**src/hdl/gfs_pkg.sv**
```systemverilog
// shared types and constants of the greedy feature gate selector
`default_nettype none

package gfs_pkg;

  localparam int FEATURES = 1024;
  localparam int FEAT_W   = $clog2(FEATURES);
  localparam int CNT_W    = FEAT_W + 1;
  localparam int SUM_W    = 48;
  localparam int MAG_W    = 31;
  localparam int PROD_W   = 32;
  localparam int MEM_W    = 2;

  localparam logic ACT_GATE  = 1'b0;
  localparam logic ACT_SCORE = 1'b1;

  typedef enum logic [1:0] {
    REG_OFF_GAIN    = 2'd0,
    REG_PASSES      = 2'd1,
    REG_MAX_ROUNDS  = 2'd2,
    REG_RANDOM_MODE = 2'd3
  } gfs_reg_t;

  typedef struct packed {
    logic signed [15:0] off_gain;
    logic [15:0]        passes_per_round;
    logic [CNT_W-1:0]   max_rounds;
    logic               random_mode;
  } gfs_cfg_t;

  typedef struct packed {
    logic               action;
    logic [FEAT_W-1:0]  feature_index;
    logic signed [15:0] sample_value;
    logic signed [15:0] grad_value;
    logic               feature_end;
    logic               pass_end;
  } gfs_item_t;

  typedef struct packed {
    logic               action;
    logic [FEAT_W-1:0]  feature_index;
    logic signed [15:0] sample_value;
    logic               feature_end;
    logic               pass_end;
    logic [PROD_W-1:0]  gate_prod;
    logic [MAG_W-1:0]   mag;
  } gfs_prod_t;

  // mask store word: {generation, selected}
  typedef struct packed {
    logic              we;
    logic [FEAT_W-1:0] addr;
    logic [MEM_W-1:0]  data;
  } gfs_wr_t;

endpackage

`default_nettype wire

```
**src/hdl/gfs_ram.sv**
```systemverilog
// single-port-write, registered-read memory for the selection mask
`default_nettype none

module gfs_ram #(
  parameter int DEPTH = 1024,
  parameter int WIDTH = 2
) (
  input  wire logic                     clk,
  input  wire logic                     we,
  input  wire logic [$clog2(DEPTH)-1:0] waddr,
  input  wire logic [WIDTH-1:0]         wdata,
  input  wire logic                     re,
  input  wire logic [$clog2(DEPTH)-1:0] raddr,
  output logic      [WIDTH-1:0]         rdata
);

  logic [WIDTH-1:0] mem [DEPTH];
  logic [WIDTH-1:0] rdata_r;

  always_ff @(posedge clk) begin
    if (we) begin
      mem[waddr] <= wdata;
    end
    if (re) begin
      rdata_r <= mem[raddr];
    end
  end

  assign rdata = rdata_r;

endmodule

`default_nettype wire

```
**src/hdl/gfs_front.sv**
```systemverilog
// input register and multiplier stage
`default_nettype none

module gfs_front import gfs_pkg::*; (
  input  wire logic      clk,
  input  wire logic      rst_n,
  input  wire logic      advance,
  input  wire logic      in_take,
  input  wire gfs_item_t in_item,
  input  wire gfs_cfg_t  cfg,
  output logic [FEAT_W-1:0] s1_index,
  output logic           s2_valid,
  output gfs_prod_t      s2_item
);

  logic      s1_valid_r;
  gfs_item_t s1_r;
  logic      s2_valid_r;
  gfs_prod_t s2_r;

  logic signed [PROD_W-1:0] gate_prod;
  logic signed [PROD_W-1:0] score_prod;
  logic [PROD_W-1:0]        score_abs;
  gfs_prod_t                s2_nxt;

  always_comb begin
    gate_prod  = s1_r.sample_value * cfg.off_gain;
    score_prod = s1_r.sample_value * s1_r.grad_value;
    score_abs  = score_prod[PROD_W-1] ? PROD_W'(-score_prod) : PROD_W'(score_prod);
    s2_nxt.action        = s1_r.action;
    s2_nxt.feature_index = s1_r.feature_index;
    s2_nxt.sample_value  = s1_r.sample_value;
    s2_nxt.feature_end   = s1_r.feature_end;
    s2_nxt.pass_end      = s1_r.pass_end;
    s2_nxt.gate_prod     = gate_prod;
    // |product| is at most 2^30
    s2_nxt.mag           = score_abs[MAG_W-1:0];
  end

  always_ff @(posedge clk) begin
    if (!rst_n) begin
      s1_valid_r <= 1'b0;
      s2_valid_r <= 1'b0;
    end else if (advance) begin
      s1_valid_r <= in_take;
      s2_valid_r <= s1_valid_r;
    end
  end

  always_ff @(posedge clk) begin
    if (advance) begin
      s1_r <= in_item;
      s2_r <= s2_nxt;
    end
  end

  assign s1_index = s1_r.feature_index;
  assign s2_valid = s2_valid_r;
  assign s2_item  = s2_r;

endmodule

`default_nettype wire

```
**src/hdl/gfs_sel.sv**
```systemverilog
// selection state, gating saturation and result register
`default_nettype none

module gfs_sel import gfs_pkg::*; (
  input  wire logic             clk,
  input  wire logic             rst_n,
  input  wire logic             advance,
  input  wire logic             s2_valid,
  input  wire gfs_prod_t        s2_item,
  input  wire logic [MEM_W-1:0] mem_rdata,
  input  wire logic             fwd_hit,
  input  wire gfs_cfg_t         cfg,
  output gfs_wr_t               mask_wr,
  output logic                  out_valid,
  output logic signed [15:0]    out_gated_value,
  output logic                  out_feature_active,
  output logic                  out_added_valid,
  output logic [FEAT_W-1:0]     out_added_index,
  output logic [CNT_W-1:0]      out_active_count
);

  logic [31:0]       pass_cnt_r,    pass_cnt_nxt;
  logic [15:0]       round_phase_r, round_phase_nxt;
  logic [CNT_W-1:0]  greedy_cnt_r,  greedy_cnt_nxt;
  logic [SUM_W-1:0]  fsum_r,        fsum_nxt;
  logic [SUM_W-1:0]  best_sum_r,    best_sum_nxt;
  logic [FEAT_W-1:0] best_idx_r,    best_idx_nxt;
  logic              best_found_r,  best_found_nxt;
  logic              rand_done_r,   rand_done_nxt;
  logic              rand_on_r,     rand_on_nxt;
  logic [CNT_W-1:0]  rand_lim_r,    rand_lim_nxt;
  logic              gen_r,         gen_nxt;

  logic              out_valid_r;
  logic signed [15:0] gated_r;
  logic              active_r;
  logic              added_r;
  logic [FEAT_W-1:0] added_idx_r;
  logic [CNT_W-1:0]  count_r;

  logic              active;
  logic [CNT_W-1:0]  limit;
  logic              eligible;
  logic [SUM_W:0]    sum_wide;
  logic [SUM_W-1:0]  sum_sat;
  logic signed [PROD_W:0] rnd;
  logic signed [PROD_W:0] shifted;
  logic signed [15:0] gate_sat;
  logic signed [15:0] gated;
  logic              added;
  logic [FEAT_W-1:0] added_idx;
  logic [15:0]       ppr;
  logic [16:0]       phase_inc;
  logic              work;

  always_comb begin
    active = fwd_hit || (mem_rdata[0] && (mem_rdata[1] == gen_r)) ||
             (rand_on_r && ({1'b0, s2_item.feature_index} < rand_lim_r));
    limit    = (cfg.max_rounds < CNT_W'(FEATURES)) ? cfg.max_rounds : CNT_W'(FEATURES);
    eligible = (round_phase_r == 16'd0) && !cfg.random_mode && (greedy_cnt_r < limit);

    // round half up, floor shift, then clamp to 16 bits
    rnd     = $signed({s2_item.gate_prod[PROD_W-1], s2_item.gate_prod}) + 33'sd2048;
    shifted = rnd >>> 12;
    if ((&shifted[PROD_W:15]) || !(|shifted[PROD_W:15])) begin
      gate_sat = shifted[15:0];
    end else if (shifted[PROD_W]) begin
      gate_sat = -16'sd32768;
    end else begin
      gate_sat = 16'sd32767;
    end

    sum_wide = {1'b0, fsum_r} + {{(SUM_W + 1 - MAG_W){1'b0}}, s2_item.mag};
    sum_sat  = sum_wide[SUM_W] ? {SUM_W{1'b1}} : sum_wide[SUM_W-1:0];

    ppr       = (cfg.passes_per_round == 16'd0) ? 16'd1 : cfg.passes_per_round;
    phase_inc = {1'b0, round_phase_r} + 17'd1;

    pass_cnt_nxt    = pass_cnt_r;
    round_phase_nxt = round_phase_r;
    greedy_cnt_nxt  = greedy_cnt_r;
    fsum_nxt        = fsum_r;
    best_sum_nxt    = best_sum_r;
    best_idx_nxt    = best_idx_r;
    best_found_nxt  = best_found_r;
    rand_done_nxt   = rand_done_r;
    rand_on_nxt     = rand_on_r;
    rand_lim_nxt    = rand_lim_r;
    gen_nxt         = gen_r;
    mask_wr         = '0;
    gated           = 16'sd0;
    added           = 1'b0;
    added_idx       = '0;
    work            = s2_valid && advance;

    if (work) begin
      if (s2_item.action == ACT_GATE) begin
        gated = active ? s2_item.sample_value : gate_sat;
      end else begin
        fsum_nxt = sum_sat;
        if (s2_item.feature_end) begin
          if (eligible && !active && (!best_found_r || (sum_sat > best_sum_r))) begin
            best_found_nxt = 1'b1;
            best_sum_nxt   = sum_sat;
            best_idx_nxt   = s2_item.feature_index;
          end
          fsum_nxt = '0;
        end
        if (s2_item.pass_end) begin
          if (eligible && best_found_nxt) begin
            mask_wr.we     = 1'b1;
            mask_wr.addr   = best_idx_nxt;
            mask_wr.data   = {gen_r, 1'b1};
            greedy_cnt_nxt = greedy_cnt_r + CNT_W'(1);
            added          = 1'b1;
            added_idx      = best_idx_nxt;
          end
          // random selection: a prefix range, older greedy bits go stale
          if (cfg.random_mode && !rand_done_r && (pass_cnt_r == 32'd0)) begin
            rand_on_nxt   = 1'b1;
            rand_lim_nxt  = limit;
            rand_done_nxt = 1'b1;
            gen_nxt       = ~gen_r;
          end
          best_found_nxt = 1'b0;
          best_sum_nxt   = '0;
          fsum_nxt       = '0;
          if (pass_cnt_r != 32'hFFFF_FFFF) begin
            pass_cnt_nxt = pass_cnt_r + 32'd1;
          end
          round_phase_nxt = (phase_inc >= {1'b0, ppr}) ? 16'd0 : phase_inc[15:0];
        end
      end
    end
  end

  always_ff @(posedge clk) begin
    if (!rst_n) begin
      pass_cnt_r    <= '0;
      round_phase_r <= '0;
      greedy_cnt_r  <= '0;
      fsum_r        <= '0;
      best_sum_r    <= '0;
      best_idx_r    <= '0;
      best_found_r  <= 1'b0;
      rand_done_r   <= 1'b0;
      rand_on_r     <= 1'b0;
      rand_lim_r    <= '0;
      gen_r         <= 1'b0;
      out_valid_r   <= 1'b0;
    end else begin
      pass_cnt_r    <= pass_cnt_nxt;
      round_phase_r <= round_phase_nxt;
      greedy_cnt_r  <= greedy_cnt_nxt;
      fsum_r        <= fsum_nxt;
      best_sum_r    <= best_sum_nxt;
      best_idx_r    <= best_idx_nxt;
      best_found_r  <= best_found_nxt;
      rand_done_r   <= rand_done_nxt;
      rand_on_r     <= rand_on_nxt;
      rand_lim_r    <= rand_lim_nxt;
      gen_r         <= gen_nxt;
      if (advance) begin
        out_valid_r <= s2_valid;
      end
    end
  end

  always_ff @(posedge clk) begin
    if (advance) begin
      gated_r     <= gated;
      active_r    <= active;
      added_r     <= added;
      added_idx_r <= added_idx;
      count_r     <= greedy_cnt_nxt;
    end
  end

  assign out_valid          = out_valid_r;
  assign out_gated_value    = gated_r;
  assign out_feature_active = active_r;
  assign out_added_valid    = added_r;
  assign out_added_index    = added_idx_r;
  assign out_active_count   = count_r;

endmodule

`default_nettype wire

```
**src/hdl/greedy_feature_gate_selector_unit.sv**
```systemverilog
// top level of the greedy feature gate selector
`default_nettype none

// channel | direction | handshake          | payload
// cfg     | in        | cfg_valid/cfg_ready | cfg_index, cfg_data
// in      | in        | in_valid/in_ready   | action, feature index, sample, grad, ends
// out     | out       | out_valid/out_ready | gated value, active, added, count
//
// one item per cycle while out_ready and the clearing pass allow; each item passes
// the input register, multiplier register and result register, mask read in between.
// after reset a clearing pass writes all 1024 mask entries, in_ready low.
// a stalled result holds the whole pipeline; cfg_ready is always high.

module greedy_feature_gate_selector_unit import gfs_pkg::*; (
  input  wire logic               clk,
  input  wire logic               rst_n,
  input  wire logic               cfg_valid,
  output logic                    cfg_ready,
  input  wire logic [1:0]         cfg_index,
  input  wire logic [15:0]        cfg_data,
  input  wire logic               in_valid,
  output logic                    in_ready,
  input  wire logic               in_action,
  input  wire logic [FEAT_W-1:0]  in_feature_index,
  input  wire logic signed [15:0] in_sample_value,
  input  wire logic signed [15:0] in_grad_value,
  input  wire logic               in_feature_end,
  input  wire logic               in_pass_end,
  output logic                    out_valid,
  input  wire logic               out_ready,
  output logic signed [15:0]      out_gated_value,
  output logic                    out_feature_active,
  output logic                    out_added_valid,
  output logic [FEAT_W-1:0]       out_added_index,
  output logic [CNT_W-1:0]        out_active_count
);

  gfs_cfg_t          cfg_r;
  logic              clr_busy_r;
  logic [FEAT_W-1:0] clr_addr_r;
  logic              fwd_r;

  logic              advance;
  logic              in_take;
  gfs_item_t         in_item;
  logic [FEAT_W-1:0] s1_index;
  logic              s2_valid;
  gfs_prod_t         s2_item;
  logic [MEM_W-1:0]  mem_rdata;
  gfs_wr_t           core_wr;
  logic              ram_we;
  logic [FEAT_W-1:0] ram_waddr;
  logic [MEM_W-1:0]  ram_wdata;

  assign cfg_ready = 1'b1;
  assign advance   = !out_valid || out_ready;
  assign in_ready  = advance && !clr_busy_r;
  assign in_take   = in_valid && in_ready;

  always_comb begin
    in_item.action        = in_action;
    in_item.feature_index = in_feature_index;
    in_item.sample_value  = in_sample_value;
    in_item.grad_value    = in_grad_value;
    in_item.feature_end   = in_feature_end;
    in_item.pass_end      = in_pass_end;
  end

  always_ff @(posedge clk) begin
    if (!rst_n) begin
      cfg_r.off_gain         <= 16'sd0;
      cfg_r.passes_per_round <= 16'd1;
      cfg_r.max_rounds       <= '0;
      cfg_r.random_mode      <= 1'b0;
    end else if (cfg_valid && cfg_ready) begin
      unique case (gfs_reg_t'(cfg_index))
        REG_OFF_GAIN:    cfg_r.off_gain         <= cfg_data;
        REG_PASSES:      cfg_r.passes_per_round <= cfg_data;
        REG_MAX_ROUNDS:  cfg_r.max_rounds       <= cfg_data[CNT_W-1:0];
        REG_RANDOM_MODE: cfg_r.random_mode      <= cfg_data[0];
      endcase
    end
  end

  // clearing pass over the mask memory
  always_ff @(posedge clk) begin
    if (!rst_n) begin
      clr_busy_r <= 1'b1;
      clr_addr_r <= '0;
    end else if (clr_busy_r) begin
      clr_addr_r <= clr_addr_r + FEAT_W'(1);
      if (clr_addr_r == FEAT_W'(FEATURES - 1)) begin
        clr_busy_r <= 1'b0;
      end
    end
  end

  // the write issued while an item reads the memory is not yet visible to it
  always_ff @(posedge clk) begin
    if (!rst_n) begin
      fwd_r <= 1'b0;
    end else if (advance) begin
      fwd_r <= core_wr.we && (core_wr.addr == s1_index);
    end
  end

  assign ram_we    = clr_busy_r || core_wr.we;
  assign ram_waddr = clr_busy_r ? clr_addr_r : core_wr.addr;
  assign ram_wdata = clr_busy_r ? '0 : core_wr.data;

  gfs_front u_front (
    .clk      (clk),
    .rst_n    (rst_n),
    .advance  (advance),
    .in_take  (in_take),
    .in_item  (in_item),
    .cfg      (cfg_r),
    .s1_index (s1_index),
    .s2_valid (s2_valid),
    .s2_item  (s2_item)
  );

  gfs_ram #(
    .DEPTH (FEATURES),
    .WIDTH (MEM_W)
  ) u_ram (
    .clk   (clk),
    .we    (ram_we),
    .waddr (ram_waddr),
    .wdata (ram_wdata),
    .re    (advance),
    .raddr (s1_index),
    .rdata (mem_rdata)
  );

  gfs_sel u_sel (
    .clk                (clk),
    .rst_n              (rst_n),
    .advance            (advance),
    .s2_valid           (s2_valid),
    .s2_item            (s2_item),
    .mem_rdata          (mem_rdata),
    .fwd_hit            (fwd_r),
    .cfg                (cfg_r),
    .mask_wr            (core_wr),
    .out_valid          (out_valid),
    .out_gated_value    (out_gated_value),
    .out_feature_active (out_feature_active),
    .out_added_valid    (out_added_valid),
    .out_added_index    (out_added_index),
    .out_active_count   (out_active_count)
  );

  a_clear_once: assert property (@(posedge clk) disable iff (!rst_n)
    !clr_busy_r |=> !clr_busy_r)
    else $error("clearing pass restarted");

  a_no_add_in_clear: assert property (@(posedge clk) disable iff (!rst_n)
    clr_busy_r |-> !core_wr.we)
    else $error("mask write during clearing pass");

  a_add_reported: assert property (@(posedge clk) disable iff (!rst_n)
    core_wr.we |=> out_valid && out_added_valid)
    else $error("feature added without a reporting result");

  a_add_counted: assert property (@(posedge clk) disable iff (!rst_n)
    out_valid && out_added_valid |-> out_active_count != '0)
    else $error("added feature with zero count");

  a_count_monotonic: assert property (@(posedge clk) disable iff (!rst_n)
    out_valid && out_ready ##1 out_valid |-> out_active_count >= $past(out_active_count))
    else $error("active count went down");

endmodule

`default_nettype wire
```
**config.mk**
```make
export PLATFORM = sky130hd
export DESIGN_NAME = greedy_feature_gate_selector_unit
export DESIGN_NICKNAME = d
export VERILOG_FILES = /design/src/hdl/gfs_pkg.sv /design/src/hdl/gfs_ram.sv /design/src/hdl/gfs_front.sv /design/src/hdl/gfs_sel.sv /design/src/hdl/greedy_feature_gate_selector_unit.sv
export SDC_FILE = /design/constraint.sdc
export NUM_CORES = 2
export LEC_CHECK = 0
export BUFFER_PORTS_ARGS = -buffer_cell sky130_fd_sc_hd__buf_2
export CAP_MARGIN = 10
export CELL_PAD_IN_SITES_DETAIL_PLACEMENT = 1
export CELL_PAD_IN_SITES_GLOBAL_PLACEMENT = 1
export CORE_MARGIN = 4
export CORE_UTILIZATION = 40
export CTS_CLUSTER_DIAMETER = 50
export DETAILED_ROUTE_END_ITERATION = 10
export PLACE_DENSITY = 0.6
export SYNTH_ARGS = -nofsm -noshare
export SYNTH_HDL_FRONTEND = slang
export SYNTH_SLANG_ARGS = --single-unit
```
**constraint.sdc**
```tcl
create_clock -name clk -period 64.1 [get_ports clk]
set_clock_uncertainty 0.15 [all_clocks]
set_input_delay 12.82 -clock clk [delete_from_list [all_inputs] [get_ports clk]]
set_output_delay 12.82 -clock clk [all_outputs]
set_load 0.02 [all_outputs]
```
* Yosys cells after proc, flatten, opt, wreduce, memory -nomap -nowiden *
Memories as Yosys holds them, arrays and structs flattened. A register that Yosys moved wholly into a read port is not among the register bits.
Cells that the tools add are included.
Widths: inputs -> output; s select.

operators by class
  $mul = 2
  shift-type cells = 0
  mux-type cells = 35
  reductions and logical operators = 45
  bitwise operators = 2
  add/subtract/negate cells = 7
  equal/unequal tests = 7
  $lt $le $gt $ge = 5
  div/mod/pow operators = 0

operators with widths
  cell                    count
  $mux 48                 6
  $mux 16                 5
  $mul 16x16->32          2
  $mux 11                 5
  $mux 13                 4
  $add 48x31->49          1
  $gt 48x48->1            1
  $add 32x13->33 const B  1
  $add 32x1->32 const B   1
  $logic_not 16->1        2
  $logic_not 32->1        1
  $ne 32x32->1 const B    1
  $mux 31                 1
  $neg 31->31             1
  $mux 10                 3
  $add 16x1->17 const B   1
  $ge 17x16->1            1
  $reduce_and 4->1        4
  $logic_and 1x1->1       13
  $add 11x1->11 const B   1
  $lt 10x11->1            1
  $lt 11x11->1            1
  $lt 11x11->1 const B    1
  $add 10x1->10 const B   1
  other kinds (17)        44

storage, ports and cells
  bits in registers = 414
  word-level logic and storage cells = 142
  memories = 1
  bits in writable memories = 2048
  ROM bits = 0
  latch bits = 0
  output and inout port bits = 42

memories
  name       depth  width  rd ports  clocked after memory_dff  wr ports  RTL line       RTL
  u_ram.mem  1024   2      1         1                         1         gfs_ram.sv:17  logic [WIDTH-1:0] mem [DEPTH];

* Logic depth before layout (Yosys ltp) *
  depth in word-level cells = 19
  gate-level depth with buffers = 28
  depth with buffers taken out = 25

* By module *
From an unflattened synthesis, not the netlist that was laid out.

second synthesis, totals
  cell total of the unflattened synthesis = 9223
  area, all modules = 125412.8 sq um

by module, submodules not included
  module                             cells each  seq. area each (sq um)  area each (sq um)  times used
  gfs_ram                            4793        61559.0                 83777.8            1
  gfs_front                          2520        4154.0                  25184.2            1
  gfs_sel                            1625        4774.6                  13972.2            1
  greedy_feature_gate_selector_unit  285         1121.1                  2478.6             1

* Worst setup path before layout *
No wires, ideal clock.

  path kind = input -> register
  from = in out_ready
  to = mem u_ram.mem[0][0], data pin
  data arrival time = 41.388 ns
  setup time = 4.966 ns
  buffers on the path = 4
  data required time = 58.984 ns
  stages on the path = 10
  path slack = 17.595 ns
  path through = nor2b_1 > inv_1 > and3_1 > buf_2 > nand2_1 > or3_1 > clkbuf_1 > clkbuf_1 > clkbuf_1 > nor2_1

between the ends
  longest elaborated chain between the ends = 4

RTL lines
  what               RTL line                                  RTL
  from (decl)        greedy_feature_gate_selector_unit.sv:30   input wire logic out_ready,
  $logic_or 1x1->1   greedy_feature_gate_selector_unit.sv:56   assign advance = !out_valid || out_ready;
  $logic_and 1x1->1  gfs_sel.sv:94                             work = s2_valid && advance;
  $mux 13            gfs_sel.sv:96                             if (work) begin
  $mux 2             greedy_feature_gate_selector_unit.sv:109  assign ram_wdata = clr_busy_r ? '0 : core_wr.data;
  via ram_wdata[0]   greedy_feature_gate_selector_unit.sv:53   logic [MEM_W-1:0] ram_wdata;
  to (decl)          gfs_ram.sv:17

The timed path passes the listed nets, and every way through them passes these cells.

* Worst setup path after layout *
  from = in out_ready
  to = out in_ready

between the ends
  longest elaborated chain between the ends = 2

RTL lines
  what               RTL line                                 RTL
  $logic_or 1x1->1   greedy_feature_gate_selector_unit.sv:56
  $logic_and 1x1->1  greedy_feature_gate_selector_unit.sv:57  assign in_ready = advance && !clr_busy_r;
  to (decl)          greedy_feature_gate_selector_unit.sv:22  output logic in_ready,

No other way between the ends.

==> impl_metrics.json <==
{
  "first_pass_iters": 5,
  "p_clk_frac": 0.332,
  "grt_util_all_layers": 0.213,
  "n_fill_cell": 30073,
  "synth_cells": 8512,
  "swShare": 0.328,
  "antenna_left": 0,
  "drt-met1-wl_um": 141000,
  "critPathCaptureType": "output port",
  "post-cts-setup-buffers": 0,
  "vias": 70669,
  "nets": 9434,
  "vdd_drop_max_mv": 0.101,
  "synthFlopType": "edfxtp_1",
  "power_frac_comb": 0.337,
  "start_kind": "primary input",
  "setup_viol": 0,
  "grt_setup_unrepaired": "no",
  "wl_met3_um": 14500,
  "grt_pass1_wl_um": 508000,
  "syn_nets": 9387,
  "leakage_nw": 42.6,
  "seqPwrFrac": 0.331,
  "port_buffers": 108,
  "fin_tns_setup_ps": 0,
  "clk_latency_ps": 910,
  "crit_type": "primary input to output port",
  "drc_errors": 0,
  "grt-ovfl-total": 0,
  "maxSlewViolCount": 0,
  "cts_buffer_depth": 4,
  "fmax_ghz": 0.0373,
  "die_w_um": 562,
  "wire_per_inst_um": 26.1,
  "dp_hpwl_um": 203000,
  "dieArea_um2": 316000,
  "synthArstFlopShare": 0,
  "required_ps": 51130,
  "viasPerCell": 5.47,
  "cts_hold_buf": 0,
  "antenna_found_initial": 6,
  "dpl_cell_area_um2": 128000,
  "netSwitchingPower_mw": 1.86,
  "timing.final.crit_period_ps": 26800,
  "core_area_um2": 306000,
  "syn_area_um2": 123000,
  "fin_crit_sh": 0.418,
  "row_count": 203,
  "grt_max_degree": 242,
  "cp.arrival_ps": 13830,
  "routabilityCongestion": 0.771,
  "root_buffer": "clkbuf_16",
  "area_growth_pct": 13.6,
  "routed.top_layer": "met4",
  "hold_viol": 0,
  "tritoncts": "done",
  "routed_wl_um": 337000,
  "worst_hold_path_type": "flip-flop to flip-flop",
  "clock_sinks": 2453,
  "cp_max_fo": 6,
  "cts_buffers": 325,
  "cap_violations": 0,
  "tightest_slew_ps": 1310,
  "design_area_um2": 139000,
  "synth-seq-cells": 2453,
  "grt_pass1_vias": 78207,
  "finalPower_mw": 5.68,
  "synth_cell_types": 83,
  "first_iter_violations": 5454,
  "met2_length_um": 171000,
  "die_h_um": 562,
  "status": "finished, final reports clean",
  "h-tree-depth": 5,
  "relSlewSlack": 0.129,
  "avgSynthCellArea_um2": 14.4,
  "drive_gt1_frac": 0.173,
  "ys_warn_count": 0,
  "clk_pin_slew_ps": 50,
  "io_pins": 110,
  "initial_core_util": 0.401,
  "synth_edf_count": 2215,
  "cts_resized": 0,
  "pwr_density_cell_nw_per_um2": 40.7,
  "intPower_mw": 3.82,
  "ys_seq_area_frac": 0.581
}
[power by group through the flow]
stage	Sequential, mW	Combinational [mW]	Clock [mW]
2_1_floorplan	1.90	1.50	0
3_3_place_gp	1.91	1.91	0
3_5_place_dp	1.91	1.93	0
4_1_cts	1.88	1.95	1.92
5_1_grt	1.88	2.18	2.00
6_report	1.88	1.91	1.88
[cell families (layout without fill, tap and decap cells)]
group | Yosys count | count (layout) | share of synthesized area
other | 1 | 3 | 0.0000306
buffers and inverters | 1220 | 1536 | 0.0382
multiplexers | 711 | 711 | 0.127
flip-flops | 2453 | 2453 | 0.581
AO/OA/AOI/OAI | 627 | 627 | 0.0347
AND/OR/NAND/NOR | 2488 | 2488 | 0.0897
XOR/XNOR | 205 | 205 | 0.0146
adder cells (fa/ha/maj) | 807 | 807 | 0.114
[worst max-delay path, cell delays in order]
cell and delay [ps]:
buf_2 100, nor2b_1 610, nor2_1 100, buf_2 190
[metal layers]
layer | up-vias | track usage
li1 | 30819 | -
met1 | 37763 | 0.282
met2 | 1571 | 0.368
met3 | 516 | 0.0266
met4 | 0 | 0.0649
met5 | - | 0
[sequential cells by signal (all words and copies together) (netlist names), 2 cells and up]
| signal | cells |
|---|---|
| cfg_r | 44 |
| clr_addr_r | 10 |
| u_front.s1_index | 10 |
| u_front.s1_r | 35 |
| u_front.s2_item | 81 |
| u_ram.mem | 2048 |
| u_ram.rdata | 2 |
| u_sel.best_idx_r | 10 |
| u_sel.best_sum_r | 48 |
| u_sel.fsum_r | 48 |
| u_sel.greedy_cnt_r | 11 |
| u_sel.out_active_count | 11 |
| u_sel.out_added_index | 10 |
| u_sel.out_gated_value | 16 |
| u_sel.pass_cnt_r | 32 |
| u_sel.rand_lim_r | 11 |
| u_sel.round_phase_r | 16 |
[synth_stat cells, types with 77 or more instances]
library cell,number,area (um2)
ha_1,283,3540
nor2b_1,77,482
nor2_1,1149,4310
dfxtp_1,238,4760
o21ai_0,104,521
a21oi_1,137,686
mux4_2,680,15300
inv_1,692,2600
nand2_1,674,2530
and2_1,267,1670
xor2_1,82,718
xnor2_1,123,1080
buf_1,86,323
clkbuf_1,362,1360
edfxtp_1,2215,66500
fa_1,524,10500
[layout by cell type (no fill, tap or decap), drive strengths merged, types with 63 or more instances in the layout]
cell	instances
ha	283
a21oi	137
mux4	680
buf	246
and2	270
xnor2	123
edfxtp	2215
nor2	1149
clkbuf	367
xor2	82
clkinv	120
fa	524
dfxtp	238
nor2b	77
nand2	674
a21boi	63
inv	745
o21ai	107
[layout make-up]
class	instances	area, um2	share of cell area
inverters	694	2620	0.0188
multi-input cells	4839	47000	0.337
diodes	2	5.00	0.0000359
repair buffers	246	2040	0.0147
clock inverters	229	2840	0.0204
flip-flops and latches	2453	71300	0.511
well taps	4100	5130	0.0368
clock buffers	367	8440	0.0605
[final timing paths]
kind                         end  depth (start not counted)          startpoint  slack [ps]
max reg2reg    u_ram.mem[497][0]                         27  u_front.s2_item[0]       54310
max                     in_ready                          4           out_ready       37300
min          u_front.s2_item[63]                          0     u_front.s1_r[0]         280
min reg2reg  u_front.s2_item[63]                          0     u_front.s1_r[0]         280
[per-stage QoR]
stage	setup WS, ps	hold WS, ps	std cells	util
finish	37300	280	12930	0.456
global placement	37350	260	12312	0.417
detailed placement	37320	266	12312	0.417
CTS	37320	280	12908	0.454
global route	37280	296	12930	0.456
floorplan	17600	250	8512	-
Note: power is estimated with default switching activity, not from simulation.
